[src/hdl/vrefs_pkg.sv]
`timescale 1ns / 1ps
package vrefs_pkg;

	localparam int FRAC_BITS = 16;
	localparam int CONN_W    = 20;
	localparam int DIR_W     = 18;
	localparam int ND_W      = 52;  // dir . offset, exact
	localparam int NUM_W     = 68;  // 2*(|o|^2/2 - h.o), exact
	localparam int QUOT_W    = 31;
	localparam int QCNT_W    = 5;

	localparam logic signed [31:0] DIST_MAX = 32'sh7FFF_FFFF;
	localparam logic signed [31:0] DIST_MIN = 32'sh8000_0000;

	typedef enum logic [2:0] {
		CFG_DIR_X  = 3'd0,
		CFG_DIR_Y  = 3'd1,
		CFG_DIR_Z  = 3'd2,
		CFG_HEAD_X = 3'd3,
		CFG_HEAD_Y = 3'd4,
		CFG_HEAD_Z = 3'd5,
		CFG_TOL    = 3'd6,
		CFG_NONE   = 3'd7
	} cfg_idx_t;

	typedef struct packed {
		logic signed [31:0] offset_x;
		logic signed [31:0] offset_y;
		logic signed [31:0] offset_z;
		logic [31:0]        face_area;
		logic [19:0]        connection_id;
		logic               neighbour_removed;
		logic               last_in_cell;
	} in_word_t;

	typedef struct packed {
		logic               exit_found;
		logic [19:0]        exit_connection;
		logic signed [31:0] exit_distance;
		logic signed [31:0] exit_offset_x;
		logic signed [31:0] exit_offset_y;
		logic signed [31:0] exit_offset_z;
	} out_word_t;

	typedef struct packed {
		logic signed [17:0] dir_x;
		logic signed [17:0] dir_y;
		logic signed [17:0] dir_z;
		logic signed [31:0] head_x;
		logic signed [31:0] head_y;
		logic signed [31:0] head_z;
		logic [30:0]        tol;
	} cfg_t;

	// one classified neighbour, front to back
	typedef struct packed {
		logic                    cand;
		logic                    last;
		logic signed [NUM_W-1:0] num;
		logic [ND_W-1:0]         den;
		logic signed [31:0]      offset_x;
		logic signed [31:0]      offset_y;
		logic signed [31:0]      offset_z;
		logic [31:0]             area;
		logic [19:0]             id;
	} job_t;

	typedef enum logic [1:0] {
		F_IDLE,
		F_MUL,
		F_PUSH
	} front_state_t;

	typedef enum logic [1:0] {
		B_IDLE,
		B_DIV,
		B_UPD,
		B_FIN
	} back_state_t;

endpackage

[src/hdl/vrefs_fifo.sv]
`timescale 1ns / 1ps
module vrefs_fifo (
	input  logic            clk,
	input  logic            arst_n,
	input  logic            wr_en,
	input  vrefs_pkg::job_t wr_data,
	output logic            full,
	input  logic            rd_en,
	output vrefs_pkg::job_t rd_data,
	output logic            empty
);

	vrefs_pkg::job_t mem_q [2];
	logic            wp_q;
	logic            rp_q;
	logic [1:0]      cnt_q;

	assign full    = cnt_q == 2'd2;
	assign empty   = cnt_q == 2'd0;
	assign rd_data = mem_q[rp_q];

	always_ff @(posedge clk or negedge arst_n) begin
		if (!arst_n) begin
			wp_q  <= 1'b0;
			rp_q  <= 1'b0;
			cnt_q <= 2'd0;
		end else begin
			if (wr_en && !full) wp_q <= ~wp_q;
			if (rd_en && !empty) rp_q <= ~rp_q;
			unique case ({wr_en && !full, rd_en && !empty})
				2'b10:   cnt_q <= cnt_q + 2'd1;
				2'b01:   cnt_q <= cnt_q - 2'd1;
				default: cnt_q <= cnt_q;
			endcase
		end
	end

	always_ff @(posedge clk) begin
		if (wr_en && !full) mem_q[wp_q] <= wr_data;
	end

endmodule

[config.mk]
export PLATFORM = sky130hd
export DESIGN_NAME = vrefs_fifo
export DESIGN_NICKNAME = d
export VERILOG_FILES = /design/src/hdl/vrefs_pkg.sv /design/src/hdl/vrefs_fifo.sv
export SDC_FILE = /design/constraint.sdc
export NUM_CORES = 1
export LEC_CHECK = 0
export BUFFER_PORTS_ARGS = -buffer_cell sky130_fd_sc_hd__buf_2
export CAP_MARGIN = 20
export CORE_AREA = 3 3 211 213
export CTS_BUF_LIST = sky130_fd_sc_hd__clkbuf_4
export DETAILED_ROUTE_END_ITERATION = 7
export DIE_AREA = 0 0 214 216
export PLACE_DENSITY_LB_ADDON = 0.05
export SLEW_MARGIN = 20
export SYNTH_ARGS = -nofsm -noshare
export SYNTH_HDL_FRONTEND = slang
export SYNTH_SLANG_ARGS = --single-unit
[constraint.sdc]
create_clock -name clk -period 18.25 [get_ports clk]
set_input_delay 0.9125 -clock clk [delete_from_list [all_inputs] [get_ports clk]]
set_output_delay 0.9125 -clock clk [all_outputs]
set_load 0.02 [all_outputs]
==> metrics <==
antenna violations before repair=17; H-tree lvl count=4; pin count of the biggest net entering global routing=78; Min-Delay Path Depth=1; final hold vios=0; critical path depth=5; drt wl/cell=21.80 um; Overall Global Routing Usage=0.2056; CTS tree=yes; fin crit share=0.3136; WP data required=between 15 and 20 ns; Vias/cell=4.860; # DRC=0; Pleak=approximately 10 nW; total gr overflow=0; data arrival time of the critical path=4.81 ns; worst-path fanout max=between 60 and 70; post-synthesis mux area share=0.1835; Non-Filler Instances=2202; Distinct cells, synth=15; DP HPWL=33.70 mm; flop-to-flop setup slack=14.66 ns; routed via count=10.70k; Initial Utilization=0.4769; share of layout cells above drive strength 1=0.6438; startpoint types=register; Worst Reg-to-Reg Cells=4; total nets after synthesis=1133; Die Width=214 um; CTS-repair resized insts=0; actual slew at the worst max-slew pin=about 1.1 ns; Synth top area share=0.7929; Num CTS Buffers=137; power density over cell area=169.3 nW/um^2; drt pass-1 iters=4; total routed wirelength=48.00 mm; vias in the first global route=11.45k; clk root buf=clkbuf_4; most frequent CP cell=buf_4; worst path bufs/invs=4; CP top delay family=buffers and inverters; Final min period=5.724 ns; dominant cell type by area after synthesis=edfxtp_1; slowest stage delay, CP=0.94 ns; crit-path cells=buf_4, buf_4, buf_4, mux2_4, buf_2; Max Fclk=174.7 MHz; most common cell after layout, fill and taps aside=buf_2; post-synthesis compound-gate area fraction=0; worst clock skew=0.03839 ns; most frequent cells in the layout=545 x buf_2, 540 x edfxtp_1, 195 x clkbuf_4, 190 x mux2_4, 80 x mux2_2; number of port buffers=545; largest family of logic cells by synthesized area=multiplexers; largest buffer count on any clock path=3; headroom to the max-slew limit=0.2782; top cells by area, synth=edfxtp_1 79%, mux2_4 14%, mux2_2 4.4%, buf_6 1.2%, dfrtp_1 0.49%; post-route ant nets=0; setup TNS=0 ns; Die Span Y=216 um; Final Max Slew Viols=0; Clock Latency Late Sink=0.92 ns; placed cells=1970; first-pass GRT wire length=69.21 mm; syn avg cell area=23.84 um^2; initial drt markers=536; Clk pin slew, worst setup/hold paths=0.06 ns; Layout area overhead=24.32%; core area=around 43000 um^2; Post-Syn Instances=858; Die ar.=46220 um^2; Top Ports=between 500 and 600; row count=76; post-synthesis adder-cell area fraction=0.0006118; critical path class=register to output pin; CTS sink cnt=around 540; sequential element share of the synthesized area=0.7978; # setup viols final=0; YS warnings=0; RSZ-0062 raised after global routing=no; area fraction in and, or, nand and nor cells after synthesis=0.001652; Worst Hold Class=primary input to register; GPL Wtd Cong=around 0.76; critical path capture point type=output pin; FF+latch count, synth=~540; Nets=1800; Slowest-stage cell, CP=buf_4; status=completed; Max VDD drop=around 0.097 mV; xor/xnor share of the synthesized area=0.002141; MaxCap Viol Count=0; synthesized area=20450 um^2
## flip-flops by register name, summed over array words and instances, names as in the netlist
signal	cells
wp_q	1
cnt_q	2
mem_q	540
rp_q	1
## where the power goes
part / internal, W / leakage, nW / switching [W]
Sequential: 0.00171 / 5.06 / 0.0000849
Clock: 0.000527 / 0.990 / 0.000440
Combinational: 0.000629 / 4.14 / 0.000912
## cells by family (layout without fill, tap and decap cells)
| group | count (synthesis) | after routing |
|---|---|---|
| XOR/XNOR | 5 | 5 |
| adder cells (fa/ha/maj) | 1 | 1 |
| buffers and inverters | 31 | 779 |
| flip-flops | 544 | 544 |
| multiplexers | 270 | 270 |
| other | 0 | 11 |
| AND/OR/NAND/NOR | 7 | 7 |
## worst register-to-register path, delay by kind of cell (launching register included)
family	cells	cell delay (ns)
flip-flops	1	0.42
AND/OR/NAND/NOR	2	0.86
buffers and inverters	2	1.91
## final cells by class
class	instances	area [um^2]
repair buffers	558	2848
well taps	585	732.0
inverters	1	3.754
clock buffers	195	1464
clock inverters	25	173.9
flip-flops and latches	544	16320
diodes	11	27.53
fillers	3326	17460
multi-input cells	283	3856
## synthesized netlist by cell type
| cell type | instances |
|---|---|
| buf_6 | 22 |
| mux2_2 | 80 |
| ha_1 | 1 |
| xor2_1 | 2 |
| dfrtp_1 | 4 |
| xnor2_1 | 3 |
| nor2b_1 | 1 |
| and3_1 | 1 |
| buf_2 | 8 |
| nor2_1 | 3 |
| nand2b_1 | 1 |
| inv_1 | 1 |
| nand2_1 | 1 |
| mux2_4 | 190 |
| edfxtp_1 | 540 |
## metrics by stage
stage	cell area, um^2	total power [W]	worst slack [ns]	hold WS, ns	util
after floorplan	20450	0.003019	5.156	0.4608	-
after global placement	23720	0.003376	12.99	0.4818	0.5531
after detailed placement	23750	0.003391	13.41	0.4883	0.5538
after CTS	25400	0.004381	12.34	0.009118	0.5922
after global routing	25410	0.004529	12.17	0.04990	0.5925
final	25420	0.004305	12.53	0.1824	0.5928
## final timing paths
path,start,to
worst max-delay path,rp_q,rd_data[168]
worst min-delay path,wr_data[10],mem_q[1][10]
worst max register to register,cnt_q[0],mem_q[1][121]
worst min register to register,cnt_q[1],cnt_q[1]
max in group asynchronous,arst_n,rp_q
min in group asynchronous,arst_n,cnt_q[0]
## layer usage
| metal | vias to the layer above | global-route usage | part of all wire |
|---|---|---|---|
| met1 | 5286 | 0.2245 | 0.37 |
| li1 | 4875 | - | - |
| met3 | 72 | 0.1029 | 0.10 |
| met2 | 450 | 0.3400 | 0.51 |
| met4 | 18 | 0.08998 | 0.022 |
| met5 | - | 0 | 0.0026 |
## repair_timing
item / 4_1_cts / 5_1_grt
hold buffers: 1 / 0
setup buffers: 0 / 0
endpoints found under the hold margin: 4 / 0
Power figures use the tool's default switching activity.
