<file path="src/hdl/vrefs_pkg.sv">
`timescale 1ns / 1ps
package vrefs_pkg;

	localparam int FRAC_BITS = 16;
	localparam int CONN_W    = 20;
	localparam int DIR_W     = 18;
	localparam int ND_W      = 52;  // dir . offset, exact
	localparam int NUM_W     = 68;  // 2*(|o|^2/2 - h.o), exact
	localparam int QUOT_W    = 31;
	localparam int QCNT_W    = 5;

	localparam logic signed [31:0] DIST_MAX = 32'sh7FFF_FFFF;
	localparam logic signed [31:0] DIST_MIN = 32'sh8000_0000;

	typedef enum logic [2:0] {
		CFG_DIR_X  = 3'd0,
		CFG_DIR_Y  = 3'd1,
		CFG_DIR_Z  = 3'd2,
		CFG_HEAD_X = 3'd3,
		CFG_HEAD_Y = 3'd4,
		CFG_HEAD_Z = 3'd5,
		CFG_TOL    = 3'd6,
		CFG_NONE   = 3'd7
	} cfg_idx_t;

	typedef struct packed {
		logic signed [31:0] offset_x;
		logic signed [31:0] offset_y;
		logic signed [31:0] offset_z;
		logic [31:0]        face_area;
		logic [19:0]        connection_id;
		logic               neighbour_removed;
		logic               last_in_cell;
	} in_word_t;

	typedef struct packed {
		logic               exit_found;
		logic [19:0]        exit_connection;
		logic signed [31:0] exit_distance;
		logic signed [31:0] exit_offset_x;
		logic signed [31:0] exit_offset_y;
		logic signed [31:0] exit_offset_z;
	} out_word_t;

	typedef struct packed {
		logic signed [17:0] dir_x;
		logic signed [17:0] dir_y;
		logic signed [17:0] dir_z;
		logic signed [31:0] head_x;
		logic signed [31:0] head_y;
		logic signed [31:0] head_z;
		logic [30:0]        tol;
	} cfg_t;

	// one classified neighbour, front to back
	typedef struct packed {
		logic                    cand;
		logic                    last;
		logic signed [NUM_W-1:0] num;
		logic [ND_W-1:0]         den;
		logic signed [31:0]      offset_x;
		logic signed [31:0]      offset_y;
		logic signed [31:0]      offset_z;
		logic [31:0]             area;
		logic [19:0]             id;
	} job_t;

	typedef enum logic [1:0] {
		F_IDLE,
		F_MUL,
		F_PUSH
	} front_state_t;

	typedef enum logic [1:0] {
		B_IDLE,
		B_DIV,
		B_UPD,
		B_FIN
	} back_state_t;

endpackage

</file>
<file path="src/hdl/vrefs_front.sv">
`timescale 1ns / 1ps
module vrefs_front (
	input  logic               clk,
	input  logic               arst_n,
	input  vrefs_pkg::cfg_t    cfg,
	input  logic               push,
	input  vrefs_pkg::in_word_t item,
	output logic               full,
	output logic               job_push,
	output vrefs_pkg::job_t    job,
	input  logic               job_full
);

	vrefs_pkg::front_state_t st_q, st_d;
	vrefs_pkg::in_word_t     item_q;
	logic [3:0]              cnt_q;
	logic [3:0]              ptag_q;
	logic signed [63:0]      p_q;
	logic signed [vrefs_pkg::ND_W-1:0]  nd_q;
	logic signed [vrefs_pkg::NUM_W-1:0] num_q;
	logic signed [31:0]      ma, mb;
	logic                    take;

	assign take = push && !full;

	always_comb begin
		st_d = st_q;
		unique case (st_q)
			vrefs_pkg::F_IDLE: begin
				if (take) st_d = item.neighbour_removed ? vrefs_pkg::F_PUSH : vrefs_pkg::F_MUL;
			end
			vrefs_pkg::F_MUL: begin
				if (cnt_q == 4'd9) st_d = vrefs_pkg::F_PUSH;
			end
			vrefs_pkg::F_PUSH: begin
				if (!job_full) st_d = vrefs_pkg::F_IDLE;
			end
			default: st_d = vrefs_pkg::F_IDLE;
		endcase
	end

	always_comb begin
		full     = st_q != vrefs_pkg::F_IDLE;
		job_push = st_q == vrefs_pkg::F_PUSH;
		job.cand     = nd_q > 0;
		job.last     = item_q.last_in_cell;
		job.num      = num_q;
		job.den      = {nd_q[vrefs_pkg::ND_W-2:0], 1'b0};
		job.offset_x = item_q.offset_x;
		job.offset_y = item_q.offset_y;
		job.offset_z = item_q.offset_z;
		job.area     = item_q.face_area;
		job.id       = item_q.connection_id;
	end

	// one shared multiplier: three d.o terms, three o.o terms, three h.o terms
	always_comb begin
		unique case (cnt_q)
			4'd0: begin ma = 32'(cfg.dir_x); mb = item_q.offset_x; end
			4'd1: begin ma = 32'(cfg.dir_y); mb = item_q.offset_y; end
			4'd2: begin ma = 32'(cfg.dir_z); mb = item_q.offset_z; end
			4'd3: begin ma = item_q.offset_x; mb = item_q.offset_x; end
			4'd4: begin ma = item_q.offset_y; mb = item_q.offset_y; end
			4'd5: begin ma = item_q.offset_z; mb = item_q.offset_z; end
			4'd6: begin ma = cfg.head_x; mb = item_q.offset_x; end
			4'd7: begin ma = cfg.head_y; mb = item_q.offset_y; end
			4'd8: begin ma = cfg.head_z; mb = item_q.offset_z; end
			default: begin ma = 32'sd0; mb = 32'sd0; end
		endcase
	end

	always_ff @(posedge clk or negedge arst_n) begin
		if (!arst_n) begin
			st_q  <= vrefs_pkg::F_IDLE;
			cnt_q <= 4'd0;
		end else begin
			st_q <= st_d;
			if (st_q == vrefs_pkg::F_MUL) cnt_q <= cnt_q + 4'd1;
			else cnt_q <= 4'd0;
		end
	end

	always_ff @(posedge clk) begin
		if (take) begin
			item_q <= item;
			nd_q   <= '0;
			num_q  <= '0;
		end
		if (st_q == vrefs_pkg::F_MUL) begin
			p_q    <= ma * mb;
			ptag_q <= cnt_q;
			if (cnt_q != 4'd0) begin
				unique case (ptag_q)
					4'd0, 4'd1, 4'd2:
						nd_q <= nd_q + p_q[vrefs_pkg::ND_W-1:0];
					4'd3, 4'd4, 4'd5:
						num_q <= num_q + vrefs_pkg::NUM_W'(p_q);
					default:
						num_q <= num_q - (vrefs_pkg::NUM_W'(p_q) <<< 1);
				endcase
			end
		end
	end

endmodule

</file>
<file path="config.mk">
export PLATFORM = sky130hd
export DESIGN_NAME = vrefs_front
export DESIGN_NICKNAME = d
export VERILOG_FILES = /design/src/hdl/vrefs_pkg.sv /design/src/hdl/vrefs_front.sv
export SDC_FILE = /design/constraint.sdc
export NUM_CORES = 2
export LEC_CHECK = 0
export BUFFER_PORTS_ARGS = -buffer_cell sky130_fd_sc_hd__buf_2
export CAP_MARGIN = 10
export CORE_UTILIZATION = 27
export DETAILED_ROUTE_END_ITERATION = 8
export GPL_TIMING_DRIVEN = 0
export HOLD_SLACK_MARGIN = 0.15
export SLEW_MARGIN = 20
export SYNTH_ARGS = -nofsm -noshare
export SYNTH_HDL_FRONTEND = slang
export SYNTH_SLANG_ARGS = --single-unit
</file>
<file path="constraint.sdc">
create_clock -name clk -period 8.9 [get_ports clk]
set_input_delay 0.89 -clock clk [delete_from_list [all_inputs] [get_ports clk]]
set_output_delay 0.89 -clock clk [all_outputs]
set_load 0.01 [all_outputs]
</file>
==> impl_metrics.yaml <==
outcome:
  status: "finished, violations left"
  violations: "setup timing"
layout:
  nFillCells: 22530
  final_cell_area_sq_um: 72300
  final_common_cell: "inv_1"
  area_delta_synth_final_pct: 21.96
  drive_gt1_share_pct: 20.52
  layout_common_cells: "1107 x inv_1, 1025 x fa_1, 699 x nand2_1, 660 x nor2_1, 597 x buf_2"
  finish.net_count: 9169
sta:
  rsz0062_at_grt: "true"
  max_freq_mhz: 97.22
  min_period_ns: 10.29
  clock_skew_ns: 0.05250
  layout_setup_ws_ns: -1.386
  hold_violations: 0
  period_share_pct: 115.6
  relSlewSlack_pct: 13.76
  final-max-slew-violation-count: 0
  worst_slew_pin_slew_ns: 1.294
  setup_viol: 45
detailed_routing:
  vias: 53710
  drtPass1Iterations: 8
  final_antenna_net_count: 0
  drt_wl_total_microns: 280800
  wl_per_cell_microns: 27.31
  drt-initial-drc-count: 5828
  drc: 0
  vias_per_cell: 5.224
yosys:
  synth-seq-area-share_pct: 15.31
  synth_edf_count: 218
  ys_warn_count: 0
  synthesis.area_sq_um: 59280
  async_flop_share_pct: 1.749
  synth.ff_latch_count: 343
  syn_nets: 8350
  postSynthAreaPerCell_sq_um: 9.041
  synth_ff_type: "edfxtp_1"
  ys_types: 95
  synthCells: 6557
clocking:
  cts.clk_slew.worst_paths_ns: 0.06
  clock-sinks: 343
  cts_htree_levels: 2
  clock_latency_ns: 0.67
  cts_buffer_depth: 3
  cts_tree: "yes"
  cts-root-buf: "clkbuf_16"
  numCtsBuffers: 43
critical_path:
  cp-start-kind: "register"
  critPathMaxFanout: 6
  crit_path_max_incr_delay_ns: 0.78
  cp_slowest_cell: "a222oi_1"
  critPathKind: "reg -> reg"
  critPathArrivalTime_ns: 10.66
  end_kind: "register"
  crit_required_ns: 9.28
  cpMostUsedCell: "fa_1"
global_route:
  grt_pass1_wl_microns: 391900
  grt_pass1_vias: 53870
  use_met3_pct: 8.644
  grt_overflow: 0
  grt_use_total_pct: 24.74
  antenna_found_initial: 20
  grt_max_degree: 87
  grt-busiest-layer: "met2"
  gr-usage-met1_pct: 31.62
  met2_usage_pct: 36.15
floorplanning:
  dieHeight_microns: 470.6
  core_area_sq_um: 217600
  die_x_microns: 470.6
  ios: 607
  start_util_pct: 27.25
  rows: 171
  die_area_sq_um: 221400
placement:
  routabilityCongestion: 1.032
  dpl_cell_area_sq_um: 66820
  dp_hpwl_microns: 233500
  portBuffers: 574
job:
  drv_cap: 0
hold_path:
  hold_class: "in -> reg"
==> metrics by stage <==
stage	util [%]	setup slack (ns)	instances	hold slack, ns	TNS [ns]
2_1_floorplan	-	-0.2129	6557	0.4560	-0.7066
3_3_place_gp	30.51	-3.956	9985	0.4821	-156.05
3_5_place_dp	30.71	-3.402	10020	0.4840	-122.51
4_1_cts	32.79	-1.124	10210	0.3578	-23.00
5_1_grt	33.22	-1.438	10280	0.3770	-38.25
6_report	33.23	-1.386	10280	0.3895	-33.92
==> critical path: cells and delay by family (launching register included) <==
family | cells | cell delay (ns)
simple gates | 4 | 0.54
compound gates | 12 | 3.66
flops | 1 | 0.58
fa+ha+maj | 10 | 4.54
buf+inv | 6 | 0.66
==> cell families after synthesis <==
family | count (synthesis) | share of synthesized area, %
mux | 9 | 0.1541
buf+inv | 1493 | 9.818
fa+ha+maj | 1458 | 44.51
xor+xnor | 215 | 3.176
compound gates | 1140 | 13.25
other cells | 1 | 0.006326
flops | 343 | 15.31
simple gates | 1898 | 13.77
==> cells in the mapped netlist (87+ instances only) <==
cell type | number | share of area (%)
a21o_1 | 138 | 1.7
clkbuf_1 | 262 | 1.7
dfxtp_1 | 119 | 4.0
ha_1 | 373 | 7.9
nor2_1 | 681 | 4.3
nand3_1 | 140 | 1.2
inv_1 | 1133 | 7.2
fa_1 | 1085 | 37
a21oi_1 | 255 | 2.2
o21ai_0 | 191 | 1.6
xor2_1 | 87 | 1.3
a22oi_1 | 125 | 1.6
xnor2_1 | 128 | 1.9
nand2_1 | 739 | 4.7
edfxtp_1 | 218 | 11
==> registers in the layout (all words and copies together), names as in the netlist <==
signal and flops:
job 149, num_q 68, p_q 64, nd_q 52, cnt_q 4, ptag_q 4
st_q 2
==> worst paths after layout <==
| kind | from | endpoint | slack (ns) | cells past startpoint |
|---|---|---|---|---|
| worst max-delay path | cnt_q[1] | p_q[62] | -1.39 | 32 |
| worst min-delay path | item[116] | job[114] | 0.39 | 1 |
| worst max register to register | cnt_q[1] | p_q[62] | -1.39 | 32 |
| worst min register to register | nd_q[51] | nd_q[51] | 0.49 | 2 |
| max in group asynchronous | arst_n | cnt_q[1] | 8.11 | 2 |
| min in group asynchronous | arst_n | st_q[1] | 0.61 | 2 |
==> cell type report <==
type	instances	area (sq um)	area share, %
clock inverters	22	191.4	0.2648
inverters	1134	4289	5.932
multi-input cells	4721	46410	64.19
diodes	20	50.05	0.06922
well taps	2854	3571	4.939
flip-flops and latches	343	9084	12.56
clock buffers	56	1155	1.597
plain buffers	327	2659	3.677
repair buffers	806	4891	6.765
==> metal layers <==
layer | part of all wire, % | vias to the layer above
li1 | - | 22900
met1 | 40 | 26890
met2 | 41 | 3254
met3 | 13 | 658
met4 | 6.8 | 10
met5 | 0.030 | -
==> what timing repair did <==
action	CTS	global route
hold buffers	1	0
cloned	3	0
pin swaps	120	115
resized for setup	576	156
buffers inserted	146	55
hold endpoints to repair	6	0
setup endpoints to repair	55	50
Power is not shown: default switching activity piles up to over one toggle a cycle in this logic, so the estimate is an artifact.
