**src/hdl/vrefs_pkg.sv**
```systemverilog
`timescale 1ns / 1ps
package vrefs_pkg;

	localparam int FRAC_BITS = 16;
	localparam int CONN_W    = 20;
	localparam int DIR_W     = 18;
	localparam int ND_W      = 52;  // dir . offset, exact
	localparam int NUM_W     = 68;  // 2*(|o|^2/2 - h.o), exact
	localparam int QUOT_W    = 31;
	localparam int QCNT_W    = 5;

	localparam logic signed [31:0] DIST_MAX = 32'sh7FFF_FFFF;
	localparam logic signed [31:0] DIST_MIN = 32'sh8000_0000;

	typedef enum logic [2:0] {
		CFG_DIR_X  = 3'd0,
		CFG_DIR_Y  = 3'd1,
		CFG_DIR_Z  = 3'd2,
		CFG_HEAD_X = 3'd3,
		CFG_HEAD_Y = 3'd4,
		CFG_HEAD_Z = 3'd5,
		CFG_TOL    = 3'd6,
		CFG_NONE   = 3'd7
	} cfg_idx_t;

	typedef struct packed {
		logic signed [31:0] offset_x;
		logic signed [31:0] offset_y;
		logic signed [31:0] offset_z;
		logic [31:0]        face_area;
		logic [19:0]        connection_id;
		logic               neighbour_removed;
		logic               last_in_cell;
	} in_word_t;

	typedef struct packed {
		logic               exit_found;
		logic [19:0]        exit_connection;
		logic signed [31:0] exit_distance;
		logic signed [31:0] exit_offset_x;
		logic signed [31:0] exit_offset_y;
		logic signed [31:0] exit_offset_z;
	} out_word_t;

	typedef struct packed {
		logic signed [17:0] dir_x;
		logic signed [17:0] dir_y;
		logic signed [17:0] dir_z;
		logic signed [31:0] head_x;
		logic signed [31:0] head_y;
		logic signed [31:0] head_z;
		logic [30:0]        tol;
	} cfg_t;

	// one classified neighbour, front to back
	typedef struct packed {
		logic                    cand;
		logic                    last;
		logic signed [NUM_W-1:0] num;
		logic [ND_W-1:0]         den;
		logic signed [31:0]      offset_x;
		logic signed [31:0]      offset_y;
		logic signed [31:0]      offset_z;
		logic [31:0]             area;
		logic [19:0]             id;
	} job_t;

	typedef enum logic [1:0] {
		F_IDLE,
		F_MUL,
		F_PUSH
	} front_state_t;

	typedef enum logic [1:0] {
		B_IDLE,
		B_DIV,
		B_UPD,
		B_FIN
	} back_state_t;

endpackage

```
**src/hdl/vrefs_back.sv**
```systemverilog
`timescale 1ns / 1ps
module vrefs_back (
	input  logic                 clk,
	input  logic                 arst_n,
	input  vrefs_pkg::cfg_t      cfg,
	input  vrefs_pkg::job_t      job,
	input  logic                 job_empty,
	output logic                 job_pop,
	output logic                 empty,
	input  logic                 pop,
	output vrefs_pkg::out_word_t result
);

	vrefs_pkg::back_state_t st_q, st_d;
	vrefs_pkg::job_t        job_q;
	logic [vrefs_pkg::ND_W-1:0]   rem_q;
	logic [vrefs_pkg::QUOT_W-1:0] lo_q;
	logic [vrefs_pkg::QUOT_W-1:0] quo_q;
	logic [vrefs_pkg::QCNT_W-1:0] dcnt_q;
	logic                   ovf_q;
	logic                   neg_q;

	logic                   best_valid_q;
	logic signed [31:0]     best_dist_q;
	logic [19:0]            best_conn_q;
	logic [31:0]            best_area_q;
	logic signed [31:0]     best_ox_q, best_oy_q, best_oz_q;

	vrefs_pkg::out_word_t   out_q;
	logic                   out_v_q;

	logic [vrefs_pkg::NUM_W-1:0] mag;
	logic [vrefs_pkg::ND_W-1:0]  hi;
	logic [vrefs_pkg::ND_W:0]    rsh;
	logic                        rge;
	logic signed [31:0]          t;
	logic signed [33:0]          lo_b, hi_b, t_e;
	logic                        take_new, take_tie;
	logic                        emit;

	assign empty  = !out_v_q;
	assign result = out_q;

	assign mag = job.num[vrefs_pkg::NUM_W-1] ? -job.num : job.num;
	// top of |num| << FRAC_BITS, above the QUOT_W quotient bits
	assign hi  = mag[vrefs_pkg::NUM_W-2:vrefs_pkg::QUOT_W-vrefs_pkg::FRAC_BITS];
	assign rsh = {rem_q, lo_q[vrefs_pkg::QUOT_W-1]};
	assign rge = rsh >= {1'b0, job_q.den};

	always_comb begin
		if (neg_q) t = ovf_q ? vrefs_pkg::DIST_MIN : -$signed({1'b0, quo_q});
		else       t = ovf_q ? vrefs_pkg::DIST_MAX : $signed({1'b0, quo_q});
		t_e  = 34'(t);
		lo_b = 34'(best_dist_q) - $signed({3'b0, cfg.tol});
		hi_b = 34'(best_dist_q) + $signed({3'b0, cfg.tol});
		take_new = !best_valid_q || (t_e < lo_b);
		take_tie = !take_new && (t_e < hi_b) && (job_q.area > best_area_q);
	end

	always_comb begin
		st_d = st_q;
		unique case (st_q)
			vrefs_pkg::B_IDLE: begin
				if (!job_empty) st_d = job.cand ? vrefs_pkg::B_DIV : vrefs_pkg::B_FIN;
			end
			vrefs_pkg::B_DIV: begin
				if (dcnt_q == vrefs_pkg::QCNT_W'(vrefs_pkg::QUOT_W - 1)) st_d = vrefs_pkg::B_UPD;
			end
			vrefs_pkg::B_UPD: st_d = vrefs_pkg::B_FIN;
			vrefs_pkg::B_FIN: begin
				if (!job_q.last || !out_v_q) st_d = vrefs_pkg::B_IDLE;
			end
			default: st_d = vrefs_pkg::B_IDLE;
		endcase
	end

	always_comb begin
		job_pop = (st_q == vrefs_pkg::B_IDLE) && !job_empty;
		emit    = (st_q == vrefs_pkg::B_FIN) && job_q.last && !out_v_q;
	end

	always_ff @(posedge clk or negedge arst_n) begin
		if (!arst_n) begin
			st_q         <= vrefs_pkg::B_IDLE;
			dcnt_q       <= '0;
			out_v_q      <= 1'b0;
			best_valid_q <= 1'b0;
			best_dist_q  <= vrefs_pkg::DIST_MAX;
			best_conn_q  <= '0;
			best_area_q  <= '0;
			best_ox_q    <= '0;
			best_oy_q    <= '0;
			best_oz_q    <= '0;
		end else begin
			st_q <= st_d;
			if (st_q == vrefs_pkg::B_DIV) dcnt_q <= dcnt_q + vrefs_pkg::QCNT_W'(1);
			else dcnt_q <= '0;
			if (emit) out_v_q <= 1'b1;
			else if (pop) out_v_q <= 1'b0;
			if (st_q == vrefs_pkg::B_UPD && (take_new || take_tie)) begin
				best_valid_q <= 1'b1;
				best_dist_q  <= (take_tie && best_dist_q < t) ? best_dist_q : t;
				best_conn_q  <= job_q.id;
				best_area_q  <= job_q.area;
				best_ox_q    <= job_q.offset_x;
				best_oy_q    <= job_q.offset_y;
				best_oz_q    <= job_q.offset_z;
			end
			if (emit) begin
				best_valid_q <= 1'b0;
				best_dist_q  <= vrefs_pkg::DIST_MAX;
				best_conn_q  <= '0;
				best_area_q  <= '0;
				best_ox_q    <= '0;
				best_oy_q    <= '0;
				best_oz_q    <= '0;
			end
		end
	end

	always_ff @(posedge clk) begin
		if (job_pop) begin
			job_q <= job;
			neg_q <= job.num[vrefs_pkg::NUM_W-1];
			ovf_q <= hi >= job.den;
			rem_q <= hi;
			lo_q  <= {mag[vrefs_pkg::QUOT_W-vrefs_pkg::FRAC_BITS-1:0],
				{vrefs_pkg::FRAC_BITS{1'b0}}};
			quo_q <= '0;
		end
		// restoring divide, one quotient bit a cycle
		if (st_q == vrefs_pkg::B_DIV) begin
			rem_q <= rge ? vrefs_pkg::ND_W'(rsh - {1'b0, job_q.den})
				: rsh[vrefs_pkg::ND_W-1:0];
			lo_q  <= {lo_q[vrefs_pkg::QUOT_W-2:0], 1'b0};
			quo_q <= {quo_q[vrefs_pkg::QUOT_W-2:0], rge};
		end
		if (emit) begin
			out_q.exit_found      <= best_valid_q;
			out_q.exit_connection <= best_conn_q;
			out_q.exit_distance   <= best_dist_q;
			out_q.exit_offset_x   <= best_ox_q;
			out_q.exit_offset_y   <= best_oy_q;
			out_q.exit_offset_z   <= best_oz_q;
		end
	end

endmodule

```
**config.mk**
```make
export PLATFORM = sky130hd
export DESIGN_NAME = vrefs_back
export DESIGN_NICKNAME = d
export VERILOG_FILES = /design/src/hdl/vrefs_pkg.sv /design/src/hdl/vrefs_back.sv
export SDC_FILE = /design/constraint.sdc
export NUM_CORES = 1
export LEC_CHECK = 0
export BUFFER_PORTS_ARGS = -buffer_cell sky130_fd_sc_hd__clkbuf_2
export CAP_MARGIN = 15
export CORE_UTILIZATION = 50
export DETAILED_ROUTE_END_ITERATION = 8
export PLACE_DENSITY = 0.72
export RECOVER_POWER = 50
export SYNTH_ARGS = -nofsm -noshare
export SYNTH_HDL_FRONTEND = slang
export SYNTH_SLANG_ARGS = --single-unit
```
**constraint.sdc**
```tcl
create_clock -name clk -period 13.9 [get_ports clk]
set_clock_uncertainty 0.15 [all_clocks]
set_input_delay 1.39 -clock clk [delete_from_list [all_inputs] [get_ports clk]]
set_output_delay 1.39 -clock clk [all_outputs]
set_load 0.01 [all_outputs]
```
==> out/metrics.csv <==
metric,value,unit
nNetsFinal,4564,
detail_route.iter0.violations,1826,
dp_hpwl,62300,µm
chipWidth,269,µm
violations,"capacitance limit, slew limit",
place.port_buffers,455,
die_footprint,0.0725,mm²
criticalPathCategory,flop to flop,
critical_path.endpoint_type,flop,
finalSetupViolCount,0,
floorplan.core_area,0.0703,mm²
synth.yosys.seq_area_share,51.2,%
synth.distinct_cells,81,
ys.flop_type,sky130_fd_sc_hd__edfxtp_1,
synthTopCellsByArea,"sky130_fd_sc_hd__edfxtp_1 38%, sky130_fd_sc_hd__dfrtp_1 11%, sky130_fd_sc_hd__ha_1 11%",
filler_cell_count,5919,
final_layout_size_suffix_gt1_share,14.3,%
numCtsBuffers,72,
route.antenna.remaining_nets,0,
die_ht,269,µm
floorplan.rows,97,
power_density,234,mW/mm²
critical_path.most_common_cell,sky130_fd_sc_hd__clkbuf_1,
peakVddDrop,340,µV
antenna_found_initial,40,
first_global_vias,25500,
dpl_worst_slack,5.27,ns
grt_start_max_net_pins,251,
relative_max_transition_margin,-521,%
critical_path_buf_inv_count,2,
detailed_router_iteration_count_before_antenna_repair,5,
synth.cell_area,0.0357,mm²
r2r_cells,6,
initial_core_util,50.8,%
run_status,"finished, violations left",
cts-root-to-sink-buffers,3,
synthCells,3417,
cts-resized-gates,0,
worst_ep_arrival_time,10.41,ns
cts-htree-levels,3,
setup_ws,3.83,ns
synthesis.nets,4177,
groute.usage.overall,24.0,%
synth_top_cell_by_area,sky130_fd_sc_hd__edfxtp_1,
cts.repair_timing.setup_buffer_count,0,
final-instance-count-excl-fill,4829,
async_set_reset_flop_share_out_of_synthesis,29.6,%
wl,87300,µm
post_drt_via_cell_ratio,5.49,
grt_setup_unrepaired,no,
critPathMaxFanout,217,
area.sequential,0.0183,mm²
clock_latency,0.63,ns
final_cell_area,0.0411,mm²
place_area,0.0388,mm²
ys_ff_latch,639,
synth-edff-count,450,
route.vias.total,26500,
synth_warnings,0,
post-route-drc-count,0,
hold_class,flop to flop,
timing.critical_path.from_type,flop,
grt.overflow.total,0,
power_leakage,17.8,nW
synth_top_area_share,37.9,%
timing.final.crit_share,72.4,%
cts.clk_slew.worst_paths,0.06,ns
placed_cells_incl_taps,4670,
worst_path_dominant_cell_family,buffers and inverters,
grt_pass1_wl,138000,µm
final-hold-violation-count,0,
max-cap-violations,10,
tmin_final,10.07,ns
fin_tns_setup,0,ns
timing.critical_path.slowest_cell_delay,6.26,ns
cts_tree,built,
io_pins,606,
cpMaxStageDelayCell,sky130_fd_sc_hd__clkbuf_1,
post_dr_wirelength_cell,18.1,µm
crit_cells,6,
syn-mean-instance-area,10.4,µm²
cells_traversed_along_the_worst_timing_path,ha_1 > nand3_4 > clkbuf_1 > clkbuf_1 > nand2_1 > o21ai_0,
gpl.final_weighted_congestion,0.912,
cts_root_buffer_type,sky130_fd_sc_hd__clkbuf_16,
worst_pin_slew,9.32,ns
timing_max_transition_violations_final,704,
cts_hold_buffers,0,
syn_to_final_growth,15.0,%
fmaxAchievable,0.0993,GHz
cts_num_sinks,639,
critPathRequiredTime,14.25,ns
worstHoldPathCells,0,
footprint_of_the_multi_input_gates,0.0158,mm²
[path summary, 6_finish.rpt]
path	startpoint	end	slack [ns]
worst max-delay path	st_q[0]$_DFFE_PN0P_	best_oz_q[24]$_DFFE_PN0P_	3.83
worst min-delay path	best_oy_q[11]$_DFFE_PN0P_	result[43]$_DFFE_PP_	0.29
worst max register to register	st_q[0]$_DFFE_PN0P_	best_oz_q[24]$_DFFE_PN0P_	3.83
worst min register to register	best_oy_q[11]$_DFFE_PN0P_	result[43]$_DFFE_PP_	0.29
max in group asynchronous	arst_n	best_oy_q[25]$_DFFE_PN0P_	6.41
min in group asynchronous	arst_n	best_oz_q[25]$_DFFE_PN0P_	1.79
[state kept, by name, summed over array words and instances (netlist names)]
signal and flops:
best_conn_q 20, quo_q 31, job_q 201, lo_q 15, best_valid_q 1, result 149, best_area_q 32, best_oy_q 32
dcnt_q 5, ovf_q 1, st_q 2, best_oz_q 32, best_dist_q 32, best_ox_q 32, neg_q 1, rem_q 52
out_v_q 1
[through the flow]
step	utilization [%]	hold slack (ns)	power, W
3_5_place_dp	55.1	0.280	0.00770
2_1_floorplan	-	0.275	0.00662
3_3_place_gp	55.1	0.278	0.00757
6_report	58.4	0.291	0.00962
4_1_cts	58.6	0.293	0.00964
5_1_grt	58.4	0.302	0.0104
[report_power, final]
| part | switching, W | internal (W) | total, W |
|---|---|---|---|
| logic | 0.00277 | 0.00174 | 0.00451 |
| registers | 0.000330 | 0.00288 | 0.00321 |
| clock network | 0.000794 | 0.00110 | 0.00189 |
[layout by cell type, fill, tap and decap left out, types with 16 or more instances in the layout]
| master | instances |
|---|---|
| sky130_fd_sc_hd__diode_2 | 27 |
| sky130_fd_sc_hd__dfrtp_1 | 158 |
| sky130_fd_sc_hd__clkbuf_2 | 385 |
| sky130_fd_sc_hd__o31ai_1 | 30 |
| sky130_fd_sc_hd__dfstp_1 | 31 |
| sky130_fd_sc_hd__nor2b_1 | 28 |
| sky130_fd_sc_hd__a31oi_1 | 25 |
| sky130_fd_sc_hd__nand2_1 | 322 |
| sky130_fd_sc_hd__nand4_1 | 52 |
| sky130_fd_sc_hd__nor4_1 | 16 |
| sky130_fd_sc_hd__mux2i_1 | 43 |
| sky130_fd_sc_hd__inv_1 | 263 |
| sky130_fd_sc_hd__a21oi_1 | 214 |
| sky130_fd_sc_hd__and2_1 | 16 |
| sky130_fd_sc_hd__clkbuf_1 | 96 |
| sky130_fd_sc_hd__o22ai_1 | 16 |
| sky130_fd_sc_hd__o21ai_0 | 282 |
| sky130_fd_sc_hd__xor2_1 | 43 |
| sky130_fd_sc_hd__nand3_1 | 181 |
| sky130_fd_sc_hd__and3_1 | 18 |
| sky130_fd_sc_hd__nor2_1 | 178 |
| sky130_fd_sc_hd__nor3_1 | 38 |
| sky130_fd_sc_hd__ha_1 | 302 |
| sky130_fd_sc_hd__or3_1 | 22 |
| sky130_fd_sc_hd__xnor2_1 | 131 |
| sky130_fd_sc_hd__a211oi_1 | 23 |
| sky130_fd_sc_hd__clkbuf_16 | 72 |
| sky130_fd_sc_hd__edfxtp_1 | 450 |
| sky130_fd_sc_hd__nand2b_1 | 27 |
| sky130_fd_sc_hd__o211ai_1 | 29 |
| sky130_fd_sc_hd__o21bai_1 | 28 |
| sky130_fd_sc_hd__a21o_1 | 99 |
[worst reg2reg max path, delay by kind of cell (launching register included)]
family | cells | cell delay, ns
simple gates | 2 | 1.11
flops | 1 | 0.40
compound gates | 1 | 0.53
buf+inv | 2 | 7.52
fa+ha+maj | 1 | 0.25
[cells by family after synthesis]
family | count (synthesis) | share of synthesized area [%]
DFF | 639 | 51.2
buffers and inverters | 425 | 4.59
muxes | 46 | 1.30
and+or+nand+nor | 982 | 13.4
adders and majority gates | 305 | 10.8
xor gates and xnor gates | 174 | 4.27
AOI/OAI and AO/OA | 846 | 14.5
[cells in the mapped netlist (all sizes together) (11+ instances only)]
cell type / instances
clkbuf: 130
nand2b: 27
o41ai: 13
nor2b: 28
dfrtp: 158
mux2i: 43
o31ai: 30
a31oi: 25
or4: 16
ha: 302
inv: 264
xor2: 43
nand3: 182
dfstp: 31
a21o: 99
or3: 24
or2: 14
o21bai: 28
and3: 18
o21ai: 290
edfxtp: 450
nand4: 52
xnor2: 131
nand2: 322
nor4: 19
o211ai: 29
o21a: 11
buf: 30
a21oi: 215
a211oi: 23
nor3: 39
nor2: 180
and2: 32
o22ai: 20
[cell type report]
class | instances | area share [%]
Sequential cell | 639 | 44.5
Multi-Input combinational cell | 2353 | 38.5
Timing Repair Buffer | 473 | 5.68
Clock buffer | 103 | 4.89
Tap cell | 940 | 2.86
Inverter | 265 | 2.43
Clock inverter | 29 | 0.936
Antenna cell | 27 | 0.165
[layer usage]
layer  vias to the layer above  part of all wire, %  GRT usage, %  wire length (µm)
li1                      13100                    -             -                 -
met1                     12400                   42          31.0             37100
met2                       699                   47          38.3             41400
met3                       177                  6.5          5.83              5670
met4                        28                  3.5          10.4              3030
met5                         -                 0.21             0               180
Note: power is estimated with default switching activity, not from simulation.
